$ cat config.mk
export PLATFORM = sky130hd
export DESIGN_NAME = tweakable_gift64_cipher
export DESIGN_NICKNAME = d
export VERILOG_FILES = /design/src/hw/rtl/twg_pkg.sv /design/src/hw/rtl/twg_round.sv /design/src/hw/rtl/tweakable_gift64_cipher.sv
export VERILOG_INCLUDE_DIRS = /design/src /design/src/hw/rtl
export SDC_FILE = /design/constraint.sdc
export NUM_CORES = 2
export LEC_CHECK = 0
export BUFFER_PORTS_ARGS = -buffer_cell sky130_fd_sc_hd__clkbuf_2
export CAP_MARGIN = 10
export CORE_MARGIN = 2
export CORE_UTILIZATION = 45
export CTS_CLUSTER_DIAMETER = 200
export DETAILED_ROUTE_END_ITERATION = 8
export PLACE_DENSITY = 0.64
export SYNTH_ARGS = -nofsm -noshare
export SYNTH_HDL_FRONTEND = slang
export SYNTH_SLANG_ARGS = --single-unit
$ cat constraint.sdc
create_clock -name clock -period 14.55 [get_ports clock]
set_clock_uncertainty 0.2 [all_clocks]
set_input_delay 0.7275 -clock clock [delete_from_list [all_inputs] [get_ports clock]]
set_output_delay 0.7275 -clock clock [all_outputs]
set_load 0.1 [all_outputs]
$ cat src/hw/rtl/tweakable_gift64_cipher_macros.svh
// ---------------------------------------------------------------------------
// Assertion macros for the tweakable GIFT-64 cipher
// Clock is clock, reset is reset (synchronous, active high).
// ---------------------------------------------------------------------------
`ifndef TWEAKABLE_GIFT64_CIPHER_MACROS_SVH
`define TWEAKABLE_GIFT64_CIPHER_MACROS_SVH

`ifndef NO_ASSERTIONS
`define TWG_ASSERT(lbl, cond, msg) \
   lbl: assert property (@(posedge clock) disable iff (reset) (cond)) else $error(msg);
`define TWG_ASSERT_NEXT(lbl, ante, cons, msg) \
   lbl: assert property (@(posedge clock) disable iff (reset) (ante) |=> (cons)) \
      else $error(msg);
`else
`define TWG_ASSERT(lbl, cond, msg)
`define TWG_ASSERT_NEXT(lbl, ante, cons, msg)
`endif

`endif

$ cat src/hw/rtl/twg_pkg.sv
// ---------------------------------------------------------------------------
// twg_pkg
// Constants, tables and round helper functions for the GIFT-64 cipher.
// ---------------------------------------------------------------------------
package twg_pkg;

   localparam int MAX_ROUNDS = 28;
   localparam int DEF_ROUNDS = 28;
   localparam int BLK_W      = 64;
   localparam int CSR_ADDR_W = 2;
   localparam int CSR_DATA_W = 64;
   localparam int TWEAK_W    = 4;

   localparam logic [CSR_ADDR_W-1:0] CSR_KEY_LOW  = 2'd0;
   localparam logic [CSR_ADDR_W-1:0] CSR_KEY_HIGH = 2'd1;
   localparam logic [CSR_ADDR_W-1:0] CSR_TWEAK    = 2'd2;

   localparam logic [3:0] SBOX_FWD [16] = '{4'h1, 4'ha, 4'h4, 4'hc, 4'h6, 4'hf, 4'h3, 4'h9,
                                           4'h2, 4'hd, 4'hb, 4'h7, 4'h5, 4'h0, 4'h8, 4'he};
   localparam logic [3:0] SBOX_INV [16] = '{4'hd, 4'h0, 4'h8, 4'h6, 4'h2, 4'hc, 4'h4, 4'hb,
                                           4'he, 4'h7, 4'h1, 4'ha, 4'h3, 4'h9, 4'hf, 4'h5};
   localparam logic [5:0] RCON [MAX_ROUNDS] = '{
      6'h01, 6'h03, 6'h07, 6'h0f, 6'h1f, 6'h3e, 6'h3d, 6'h3b, 6'h37, 6'h2f,
      6'h1e, 6'h3c, 6'h39, 6'h33, 6'h27, 6'h0e, 6'h1d, 6'h3a, 6'h35, 6'h2b,
      6'h16, 6'h2c, 6'h18, 6'h30, 6'h21, 6'h02, 6'h05, 6'h0b};

   function automatic int perm_pos(input int i);
      int q;
      q = i % 4;
      return 4 * (i / 16) + 16 * ((3 * ((i % 16) / 4) + q) % 4) + q;
   endfunction

   function automatic logic [BLK_W-1:0] sub_nibbles(input logic [BLK_W-1:0] x,
                                                    input logic inv);
      logic [BLK_W-1:0] r;
      r = '0;
      for (int i = 0; i < 16; i++) begin
         r[4*i +: 4] = inv ? SBOX_INV[x[4*i +: 4]] : SBOX_FWD[x[4*i +: 4]];
      end
      return r;
   endfunction

   function automatic logic [BLK_W-1:0] perm_fwd(input logic [BLK_W-1:0] x);
      logic [BLK_W-1:0] r;
      r = '0;
      for (int i = 0; i < BLK_W; i++) begin
         r[6'(perm_pos(i))] = x[i];
      end
      return r;
   endfunction

   function automatic logic [BLK_W-1:0] perm_inv(input logic [BLK_W-1:0] x);
      logic [BLK_W-1:0] r;
      r = '0;
      for (int i = 0; i < BLK_W; i++) begin
         r[i] = x[6'(perm_pos(i))];
      end
      return r;
   endfunction

   function automatic logic [BLK_W-1:0] expand_tweak(input logic [TWEAK_W-1:0] t);
      logic             p;
      logic [7:0]       b;
      logic [15:0]      w;
      logic [BLK_W-1:0] r;
      p = ^t;
      b = {t ^ {TWEAK_W{p}}, t};
      w = {b, b};
      r = '0;
      for (int i = 0; i < 15; i++) begin
         r[4*i+2] = w[i];
      end
      return r;
   endfunction

   // round word: key bits at 4j / 4j+1, constant at 4j+3, top bit set
   function automatic logic [BLK_W-1:0] build_rkey(input logic [31:0] kw,
                                                   input logic [4:0] rnd);
      logic [BLK_W-1:0] r;
      logic [5:0]       c;
      r = '0;
      r[BLK_W-1] = 1'b1;
      c = RCON[rnd];
      for (int j = 0; j < 16; j++) begin
         r[4*j]   = kw[j];
         r[4*j+1] = kw[16+j];
      end
      for (int j = 0; j < 6; j++) begin
         r[4*j+3] = c[j];
      end
      return r;
   endfunction

endpackage

$ cat src/hw/rtl/twg_round.sv
// ---------------------------------------------------------------------------
// twg_round
// One encryption or decryption round, tweak insertion included.
// ---------------------------------------------------------------------------
module twg_round (
   input  logic                    decrypt,
   input  logic                    add_tweak,
   input  logic [twg_pkg::BLK_W-1:0] state_in,
   input  logic [twg_pkg::BLK_W-1:0] rkey,
   input  logic [twg_pkg::BLK_W-1:0] tweak,
   output logic [twg_pkg::BLK_W-1:0] state_out
);
   import twg_pkg::*;

   logic [BLK_W-1:0] enc_mix;
   logic [BLK_W-1:0] dec_pre;
   logic [BLK_W-1:0] enc_res;
   logic [BLK_W-1:0] dec_res;

   always_comb begin
      enc_mix   = perm_fwd(sub_nibbles(state_in, 1'b0)) ^ rkey;
      enc_res   = add_tweak ? (enc_mix ^ tweak) : enc_mix;
      // decryption removes the tweak before undoing the round
      dec_pre   = add_tweak ? (state_in ^ tweak) : state_in;
      dec_res   = sub_nibbles(perm_inv(dec_pre ^ rkey), 1'b1);
      state_out = decrypt ? dec_res : enc_res;
   end

endmodule

$ cat src/hw/rtl/tweakable_gift64_cipher.sv
// ---------------------------------------------------------------------------
// tweakable_gift64_cipher
// Round-iterative tweakable GIFT-64 encrypt/decrypt core.
// ---------------------------------------------------------------------------
// Usage:
//  - Write key_low (index 0), key_high (index 1) and the tweak (index 2)
//    through the csr_ port while the core is idle.
//  - Request channel: req_kind (0 encrypt, 1 decrypt) and req_block_in,
//    one transfer per block. Response channel: rsp_block_out.
//  - Per block the key schedule first steps through the rounds, shifting the
//    128-bit key state 32 bits a cycle and writing one round key per cycle
//    into a ROUNDS-entry round-key memory. A prefetch state then reads the
//    first key (single read port, registered read data), and the rounds
//    follow one per key, in reverse key order for decryption.
//  - A new request is accepted only in the idle state, so the core works
//    on one block at a time.
//  - The response sits in an output register; a stalled receiver holds the
//    finished block in the core until the held response is taken.
//  - Reset clears the control state and configuration to zero.
// ---------------------------------------------------------------------------
`include "tweakable_gift64_cipher_macros.svh"

module tweakable_gift64_cipher #(
   parameter int ROUNDS = twg_pkg::DEF_ROUNDS
) (
   input  logic                             clock,
   input  logic                             reset,
   input  logic                             csr_we,
   input  logic [twg_pkg::CSR_ADDR_W-1:0]   csr_addr,
   input  logic [twg_pkg::CSR_DATA_W-1:0]   csr_wdata,
   input  logic                             req_valid,
   output logic                             req_ready,
   input  logic                             req_kind,
   input  logic [twg_pkg::BLK_W-1:0]        req_block_in,
   output logic                             rsp_valid,
   input  logic                             rsp_ready,
   output logic [twg_pkg::BLK_W-1:0]        rsp_block_out
);
   import twg_pkg::*;

   localparam int ADDR_W = $clog2(ROUNDS);
   localparam logic [ADDR_W-1:0] LAST = ADDR_W'(ROUNDS - 1);

   localparam logic [2:0] S_IDLE = 3'd0;
   localparam logic [2:0] S_KEYX = 3'd1;
   localparam logic [2:0] S_PREP = 3'd2;
   localparam logic [2:0] S_RUN  = 3'd3;
   localparam logic [2:0] S_DONE = 3'd4;

   logic [2:0]           state_ff, state_in;
   logic [ADDR_W-1:0]    cnt_ff, cnt_in;
   logic                 kind_ff, kind_in;
   logic [BLK_W-1:0]     blk_ff, blk_in;
   logic [127:0]         ks_ff, ks_in;
   logic [BLK_W-1:0]     key_lo_ff, key_hi_ff;
   logic [TWEAK_W-1:0]   tweak_ff;
   logic [BLK_W-1:0]     tw_ff, tw_in;
   logic                 rsp_valid_ff, rsp_valid_in;
   logic [BLK_W-1:0]     rsp_ff, rsp_in;

   logic [BLK_W-1:0]     rk_mem [ROUNDS];
   logic [BLK_W-1:0]     rk_rd_ff;
   logic [ADDR_W-1:0]    rd_addr;
   logic                 rd_en;
   logic [ADDR_W-1:0]    rnd;
   logic                 add_tw;
   logic [BLK_W-1:0]     round_out;
   logic [15:0]          ku, kv;

   // configuration
   always_ff @(posedge clock) begin
      if (reset) begin
         key_lo_ff <= '0;
         key_hi_ff <= '0;
         tweak_ff  <= '0;
      end else if (csr_we) begin
         unique case (csr_addr)
            CSR_KEY_LOW:  key_lo_ff <= csr_wdata;
            CSR_KEY_HIGH: key_hi_ff <= csr_wdata;
            CSR_TWEAK:    tweak_ff  <= csr_wdata[TWEAK_W-1:0];
            default: ;
         endcase
      end
   end

   assign req_ready     = (state_ff == S_IDLE);
   assign rsp_valid     = rsp_valid_ff;
   assign rsp_block_out = rsp_ff;

   assign rnd    = kind_ff ? (LAST - cnt_ff) : cnt_ff;
   assign add_tw = (rnd[1:0] == 2'b11) && (rnd != LAST);
   assign ku     = ks_ff[31:16];
   assign kv     = ks_ff[15:0];

   twg_round u_round (
      .decrypt   (kind_ff),
      .add_tweak (add_tw),
      .state_in  (blk_ff),
      .rkey      (rk_rd_ff),
      .tweak     (tw_ff),
      .state_out (round_out)
   );

   always_comb begin
      state_in     = state_ff;
      cnt_in       = cnt_ff;
      kind_in      = kind_ff;
      blk_in       = blk_ff;
      ks_in        = ks_ff;
      tw_in        = tw_ff;
      rsp_valid_in = rsp_valid_ff;
      rsp_in       = rsp_ff;
      rd_en        = 1'b0;
      rd_addr      = '0;

      if (rsp_valid_ff && rsp_ready) begin
         rsp_valid_in = 1'b0;
      end

      unique case (state_ff)
         S_IDLE: begin
            if (req_valid) begin
               kind_in  = req_kind;
               blk_in   = req_block_in;
               ks_in    = {key_hi_ff, key_lo_ff};
               tw_in    = expand_tweak(tweak_ff);
               cnt_in   = '0;
               state_in = S_KEYX;
            end
         end
         S_KEYX: begin
            ks_in = {ku[1:0], ku[15:2], kv[11:0], kv[15:12], ks_ff[127:32]};
            if (cnt_ff == LAST) begin
               cnt_in   = '0;
               state_in = S_PREP;
            end else begin
               cnt_in = cnt_ff + 1'b1;
            end
         end
         S_PREP: begin
            rd_en    = 1'b1;
            rd_addr  = kind_ff ? LAST : '0;
            state_in = S_RUN;
         end
         S_RUN: begin
            blk_in = round_out;
            if (cnt_ff == LAST) begin
               cnt_in   = '0;
               state_in = S_DONE;
            end else begin
               rd_en   = 1'b1;
               rd_addr = kind_ff ? (LAST - cnt_ff - 1'b1) : (cnt_ff + 1'b1);
               cnt_in  = cnt_ff + 1'b1;
            end
         end
         S_DONE: begin
            if (!rsp_valid_ff || rsp_ready) begin
               rsp_valid_in = 1'b1;
               rsp_in       = blk_ff;
               state_in     = S_IDLE;
            end
         end
         default: state_in = S_IDLE;
      endcase
   end

   // round-key memory: one write and one registered read per cycle
   always_ff @(posedge clock) begin
      if (state_ff == S_KEYX) begin
         rk_mem[cnt_ff] <= build_rkey(ks_ff[31:0], 5'(cnt_ff));
      end
      if (rd_en) begin
         rk_rd_ff <= rk_mem[rd_addr];
      end
   end

   always_ff @(posedge clock) begin
      if (reset) begin
         state_ff     <= S_IDLE;
         cnt_ff       <= '0;
         rsp_valid_ff <= 1'b0;
      end else begin
         state_ff     <= state_in;
         cnt_ff       <= cnt_in;
         rsp_valid_ff <= rsp_valid_in;
      end
   end

   always_ff @(posedge clock) begin
      kind_ff <= kind_in;
      blk_ff  <= blk_in;
      ks_ff   <= ks_in;
      tw_ff   <= tw_in;
      rsp_ff  <= rsp_in;
   end

   `TWG_ASSERT(a_cnt_range, cnt_ff <= LAST, "round counter beyond last round")
   `TWG_ASSERT_NEXT(a_start, req_valid && req_ready, state_ff == S_KEYX && cnt_ff == '0, "transfer did not start key schedule")
   `TWG_ASSERT_NEXT(a_run_end, state_ff == S_RUN && cnt_ff == LAST, state_ff == S_DONE, "last round did not finish")
   `TWG_ASSERT_NEXT(a_no_overwrite, state_ff == S_DONE && rsp_valid_ff && !rsp_ready, state_ff == S_DONE && rsp_valid_ff, "held response overwritten")

endmodule

**Word level (Yosys, flattened, before mapping)**

Memories as Yosys holds them, arrays and structs flattened. A register that Yosys moved wholly into a read port is not among the register bits.
Index checks and enable logic that the tools add are counted.

- Output and inout port bits: 66
- Memory bits (read-only): 2240
- RAM bits: 1064
- Memories kept: 34
- Word-level logic and storage cells: 246
- Register bits: 477
- Input bits: 136

Memory list:

| name | words | bits a word | read ports | clocked after memory_dff | wr ports | line | text |
|---|---|---|---|---|---|---|---|
| rk_mem | 28 | 38 | 1 | 1 | 1 | tweakable_gift64_cipher.sv:61 | `logic [BLK_W-1:0] rk_mem [ROUNDS];` |
| (name not given) | 32 | 6 | 1 | 0 | 0 | twg_pkg.sv:83 | `c = RCON[rnd];` |
| (name not given) | 16 | 4 | 1 | 0 | 0 | twg_pkg.sv:38 | `r[4*i +: 4] = inv ? SBOX_INV[x[4*i +: 4]] : SBOX_FWD[x[4*i +: 4]];` |
| (name not given) | 16 | 4 | 1 | 0 | 0 | twg_pkg.sv:38 |  |
| (name not given) | 16 | 4 | 1 | 0 | 0 | twg_pkg.sv:38 |  |
| (name not given) | 16 | 4 | 1 | 0 | 0 | twg_pkg.sv:38 |  |
| 28 more memories | - | - | - | - | - | - |  |

- Reductions and logical operators: 20
- Add/sub/neg operators: 3
- Equal/unequal tests: 13
- Order comparisons: 33
- Muxes and demuxes: 93
- Bitwise logic cells: 38

Operators with widths:

| operator | number |
|---|---|
| $pmux 128 s2 | 1 |
| $mux 4 | 48 |
| $mux 64 | 3 |
| $ge 5x5->1 const B | 32 |
| $not 4->5 | 32 |
| $mux 128 | 1 |
| $pmux 64 s2 | 1 |
| $xor 32x64->64 | 1 |
| $xor 64x59->64 | 1 |
| $mux 3 | 12 |
| $mux 32 | 1 |
| $xor 32x31->32 | 1 |
| $xor 32x32->32 | 1 |
| $mux 5 | 6 |
| $pmux 5 s2 | 2 |
| $mux 2 | 8 |
| $reduce_and 2->1 | 8 |
| $pmux 3 s5 | 1 |
| $mux 6 | 2 |
| $ne 2x2->1 const B | 4 |
| $eq 3x2->1 const B | 2 |
| $ge 6x6->1 const B | 1 |
| $mux 1 | 6 |
| $not 5->6 | 1 |
| other kinds (20) | 24 |

**Depth between registers and ports, before layout**

- Depth after elaboration: 12
- Gate-level depth with buffers: 15
- Gate-level depth less buffers: 13

**Cells and area by module**

A second synthesis with hierarchy kept.

- Cells, all modules: 4024
- Area total of the unflattened synthesis: 60400.4 µm²

By module, submodules not included:

| module | sequential area each (µm²) | area each (µm²) | cells each | instances |
|---|---|---|---|---|
| tweakable_gift64_cipher | 43872.1 | 56925.8 | 3574 | 1 |
| twg_round | 0.0 | 3474.6 | 450 | 1 |

**Worst setup path after synthesis**

Ideal clock, no wire load.

- Path kind: register to register
- Start point: reg state_ff[0]
- End point: reg ks_ff[0], enable pin
- Arrival: 5732 ps
- Cell stages (with the launch flop): 5
- Slack: 8126 ps
- Path buffers: 1
- Period minus slack after synthesis: 6424 ps
- Cells stage by stage: dfxtp_1 > buf_4 > nor3_1 > nand2_1 > nand2_1

- Cells in the longest elaborated chain, start to end: 3
- Elaborated cells on any way between the ends: 5
- Those cells by class: eq/ne: 2; reduce/logical: 3

Ends and longest elaborated chain:

| item | line | text |
|---|---|---|
| start, declared | tweakable_gift64_cipher.sv:50 | `logic [2:0] state_ff, state_in;` |
| start signal, assigned | tweakable_gift64_cipher.sv:183 | `state_ff <= state_in;` |
| $logic_not 3->1 * | - |  |
| net req_ready | tweakable_gift64_cipher.sv:32 | `output logic req_ready,` |
| $ne 2x2->1 (no source line) or $reduce_bool 2->1 (tied branches) | - |  |
| $reduce_and 2->1 (no source line) * | - |  |
| end signal, assigned | tweakable_gift64_cipher.sv:192 | `ks_ff <= ks_in;` |
| end, declared | tweakable_gift64_cipher.sv:54 | `logic [127:0] ks_ff, ks_in;` |

The timed path passes the listed nets; every way through them passes the cells marked *.
A chain may end at the register's enable or synchronous reset.

**Final worst setup path**

- Start point: reg cnt_ff[2]
- End point: reg rk_rd_ff[15] (read register of rk_mem), data pin

- Cells in the longest elaborated chain, start to end: 5
- Elaborated cells on any way between the ends: 9
- Those cells by class: add/sub: 3; eq/ne: 1; mux: 5

Ends and longest elaborated chain:

| item | line | text |
|---|---|---|
| start, declared | tweakable_gift64_cipher.sv:51 | `logic [ADDR_W-1:0] cnt_ff, cnt_in;` |
| start signal, assigned | tweakable_gift64_cipher.sv:184 | `cnt_ff <= cnt_in;` |
| $sub 5x5->5 | tweakable_gift64_cipher.sv:152 | `rd_addr = kind_ff ? (LAST - cnt_ff - 1'b1) : (cnt_ff + 1'b1);` |
| $sub 5x1->5 | tweakable_gift64_cipher.sv:152 |  |
| $mux 5 | tweakable_gift64_cipher.sv:152 |  |
| $mux 5 | tweakable_gift64_cipher.sv:147 | `if (cnt_ff == LAST) begin` |
| $pmux 5 s2 | tweakable_gift64_cipher.sv:120 | `unique case (state_ff)` |
| end, declared | tweakable_gift64_cipher.sv:62 | `logic [BLK_W-1:0] rk_rd_ff;` |

Parallel ways exist; a longest one is shown, timed or not.

==> results.sh <==
export IMPL_yosysUniqueCellTypes=59
export IMPL_grt_use_total=0.2503
export IMPL_clkSlewWorstSetupHoldPaths_ps=60
export IMPL_grt_max_degree=164
export IMPL_syn_inst=5190
export IMPL_ant_nets=0
export IMPL_path_common_cell="buf_4"
export IMPL_cap_violations=0
export IMPL_start_util=0.4528
export IMPL_synthesis_area_mm2=0.06118
export IMPL_status="finished clean"
export IMPL_worst_pin_slew_ps=1221
export IMPL_pin_count=202
export IMPL_hold_class="input pin to register"
export IMPL_h_tree_depth=4
export IMPL_viasPerCell=5.772
export IMPL_nets=5544
export IMPL_slew_headroom=0.1858
export IMPL_preCtsSetupSlack_ps=8390
export IMPL_synth_edf_count=1367
export IMPL_ys_ff_latch=1508
export IMPL_total_power_mw=9.045
export IMPL_routed_wl_um=177400
export IMPL_path_class="register to register"
export IMPL_async_reset_ff_frac=0
export IMPL_drt_first_pass_iters=6
export IMPL_wl_per_cell_um=24.37
export IMPL_slowest_delay_ps=920
export IMPL_grt_pass1_wl_um=259700
export IMPL_yosys_area_top_type="edfxtp_1"
export IMPL_coreArea_mm2=0.1351
export IMPL_clk_path_buf_depth=3
export IMPL_cp_required_ps=14930
export IMPL_fin_ws_ps=8290
export IMPL_post_dp_hpwl_um=97000
export IMPL_p_leak_nw=24.97
export IMPL_rsz0062_at_grt="no"
export IMPL_post_route_cells_drive_above_1_share=0.1022
export IMPL_synthTopCellsByArea="edfxtp_1 (67%), nand2_1 (11%), dfxtp_1 (4.6%)"
export IMPL_io_buffers=201
export IMPL_path_cells="inv_1 -> ha_1 -> and4_1 -> o31ai_4 -> buf_12 -> buf_4 -> buf_4 -> nand2_1 -> nand3_1 -> a211oi_1 -> or4_1 -> nor4_1"
export IMPL_slowest_stage="buf_4"
export IMPL_arrival_ps=6640
export IMPL_cts_tree="done"
export IMPL_clk_insertion_delay_late_ps=780
export IMPL_vias=42013
export IMPL_synth_top_area_frac=0.6709
export IMPL_die_w_um=372.7
export IMPL_ctsResizeCount=0
export IMPL_period_share=0.4303
export IMPL_slew_violations=0
export IMPL_gp_congestion=0.8496
export IMPL_drtIter0Drc=5720
export IMPL_cts_sinks=1508
export IMPL_synth_fp_nets=5359
export IMPL_endpoint_kind="register"
export IMPL_period_needed_ps=6260
export IMPL_grt_util_met1=0.3452
export IMPL_worst_path_max_fanout=137
export IMPL_powerDensity_mw_per_mm2=129.8
export IMPL_ys_warn_count=0
export IMPL_syn_area_per_cell_um2=11.79
export IMPL_hold_violations=0
export IMPL_areaGrowthSynthToFinish_pct=13.86
export IMPL_num_rows=135
export IMPL_cts_inserted_buffers=152
export IMPL_cts_root_buf="clkbuf_16"
export IMPL_drcViolationCount=0
export IMPL_grt_antenna_before_repair=5
export IMPL_first_global_vias=39310
export IMPL_synth_ff_type="edfxtp_1"
export IMPL_top_usage_layer="met2"
export IMPL_synth_seq_area_share=0.7171
export IMPL_tns_ps=0
export IMPL_die_y_um=372.7
export IMPL_grtUsageMet3=0.04700
export IMPL_die_area_mm2=0.1389
export IMPL_startpoint_type="register"
export IMPL_setup_viol=0
export IMPL_use_met2=0.3971
export IMPL_grt_overflow_total=0
export IMPL_fmax_mhz=159.7
export IMPL_vdd_ir_drop_worst_mv=0.1206
[timing repair]
item | in CTS | in global routing
endpoints found under the hold margin | 124 | 0
setup buffers | 0 | 0
hold buffers | 67 | 0
[power by group]
part	total (mW)	internal, mW	switching (mW)
Combinational	0.277	0.0980	0.179
Clock	3.79	2.16	1.63
Sequential	4.98	4.86	0.123
Total	9.05	7.12	1.93
[cells in the final DEF, fill, tap and decap left out, drive strengths merged, types with 26 or more instances in the layout]
cell type / n
or4: 39
nor4: 41
a211oi: 119
buf: 96
nor2: 78
xnor2: 67
edfxtp: 1367
a21oi: 292
clkbuf: 414
dlygate4sd3: 67
xor2: 26
a22oi: 41
clkinv: 51
o21ai: 87
nand3: 543
ha: 33
inv: 33
nand2: 1809
dfxtp: 141
[per-stage QoR]
step | std cells | utilization | hold slack (ps) | cell area, um^2
global placement | 6934 | 0.4750 | 235.1 | 64190
CTS | 7278 | 0.5155 | 0.05157 | 69660
global route | 7278 | 0.5155 | 17.71 | 69660
floorplan | 5190 | - | 226.4 | 61180
finish | 7279 | 0.5155 | 34.82 | 69660
detailed placement | 6935 | 0.4751 | 239.2 | 64210
[cells in the mapped netlist (all sizes together) (3+ instances only)]
cell	instances
a22oi	41
nor2b	5
and3	9
xnor2	67
or4	39
nor3	13
mux2i	22
nor2	78
xor2	26
nand3	543
buf	120
edfxtp	1367
inv	30
nor4	41
nand3b	8
a221oi	4
a221o	5
ha	33
dfxtp	141
nand2b	14
and2	6
o211ai	5
clkbuf	212
nand2	1809
a21oi	292
mux2	6
a211oi	119
or2	3
a31oi	6
o31ai	4
o21ai	87
a21o	4
[layer usage]
| metal | vias up | routed length, um |
|---|---|---|
| li1 | 18786 | - |
| met3 | 320 | 16500 |
| met4 | 8 | 6349 |
| met5 | - | 49 |
| met1 | 20773 | 71860 |
| met2 | 2126 | 82650 |
[layout make-up]
cell class | count | area [um^2]
fillers | 11552 | 65470
flip-flops and latches | 1508 | 43870
multi-input cells | 3320 | 16180
clock buffers | 214 | 4327
repair buffers | 363 | 2480
well taps | 1781 | 2228
clock inverters | 62 | 456.7
inverters | 30 | 112.6
diodes | 1 | 2.502
[sequential cells by signal, summed over array words and instances, names as in the netlist]
name           count
tweak_ff           4
key_lo_ff         64
rk_rd_ff          38
kind_ff            1
state_ff           3
ks_ff            128
rsp_valid          1
key_hi_ff         64
rk_mem          1064
cnt_ff             5
tw_ff              8
blk_ff            64
rsp_block_out     64
[worst max-delay path: cells and delay by family (launching register included)]
kind | cells | cell delay (ps)
compound gates | 2 | 410
fa+ha+maj | 1 | 340
flops | 1 | 810
buf+inv | 4 | 2640
simple gates | 5 | 1500
[final timing paths]
| path | end | slack, ps | from | cells after the start |
|---|---|---|---|---|
| min reg2reg | key_hi_ff[33] | 250 | key_hi_ff[33] | 2 |
| max reg2reg | rk_rd_ff[15] | 8290 | cnt_ff[2] | 12 |
| max | rk_rd_ff[15] | 8290 | cnt_ff[2] | 12 |
| min | blk_ff[57] | 30 | req_block_in[57] | 3 |
[kinds of logic after synthesis]
group                      synth area share
adders and majority gates          0.006749
buffers and inverters               0.02393
xor gates and xnor gates            0.01331
muxes                              0.004704
AOI/OAI and AO/OA                   0.05704
DFF                                  0.7171
and+or+nand+nor                      0.1772
Power figures use the tool's default switching activity.
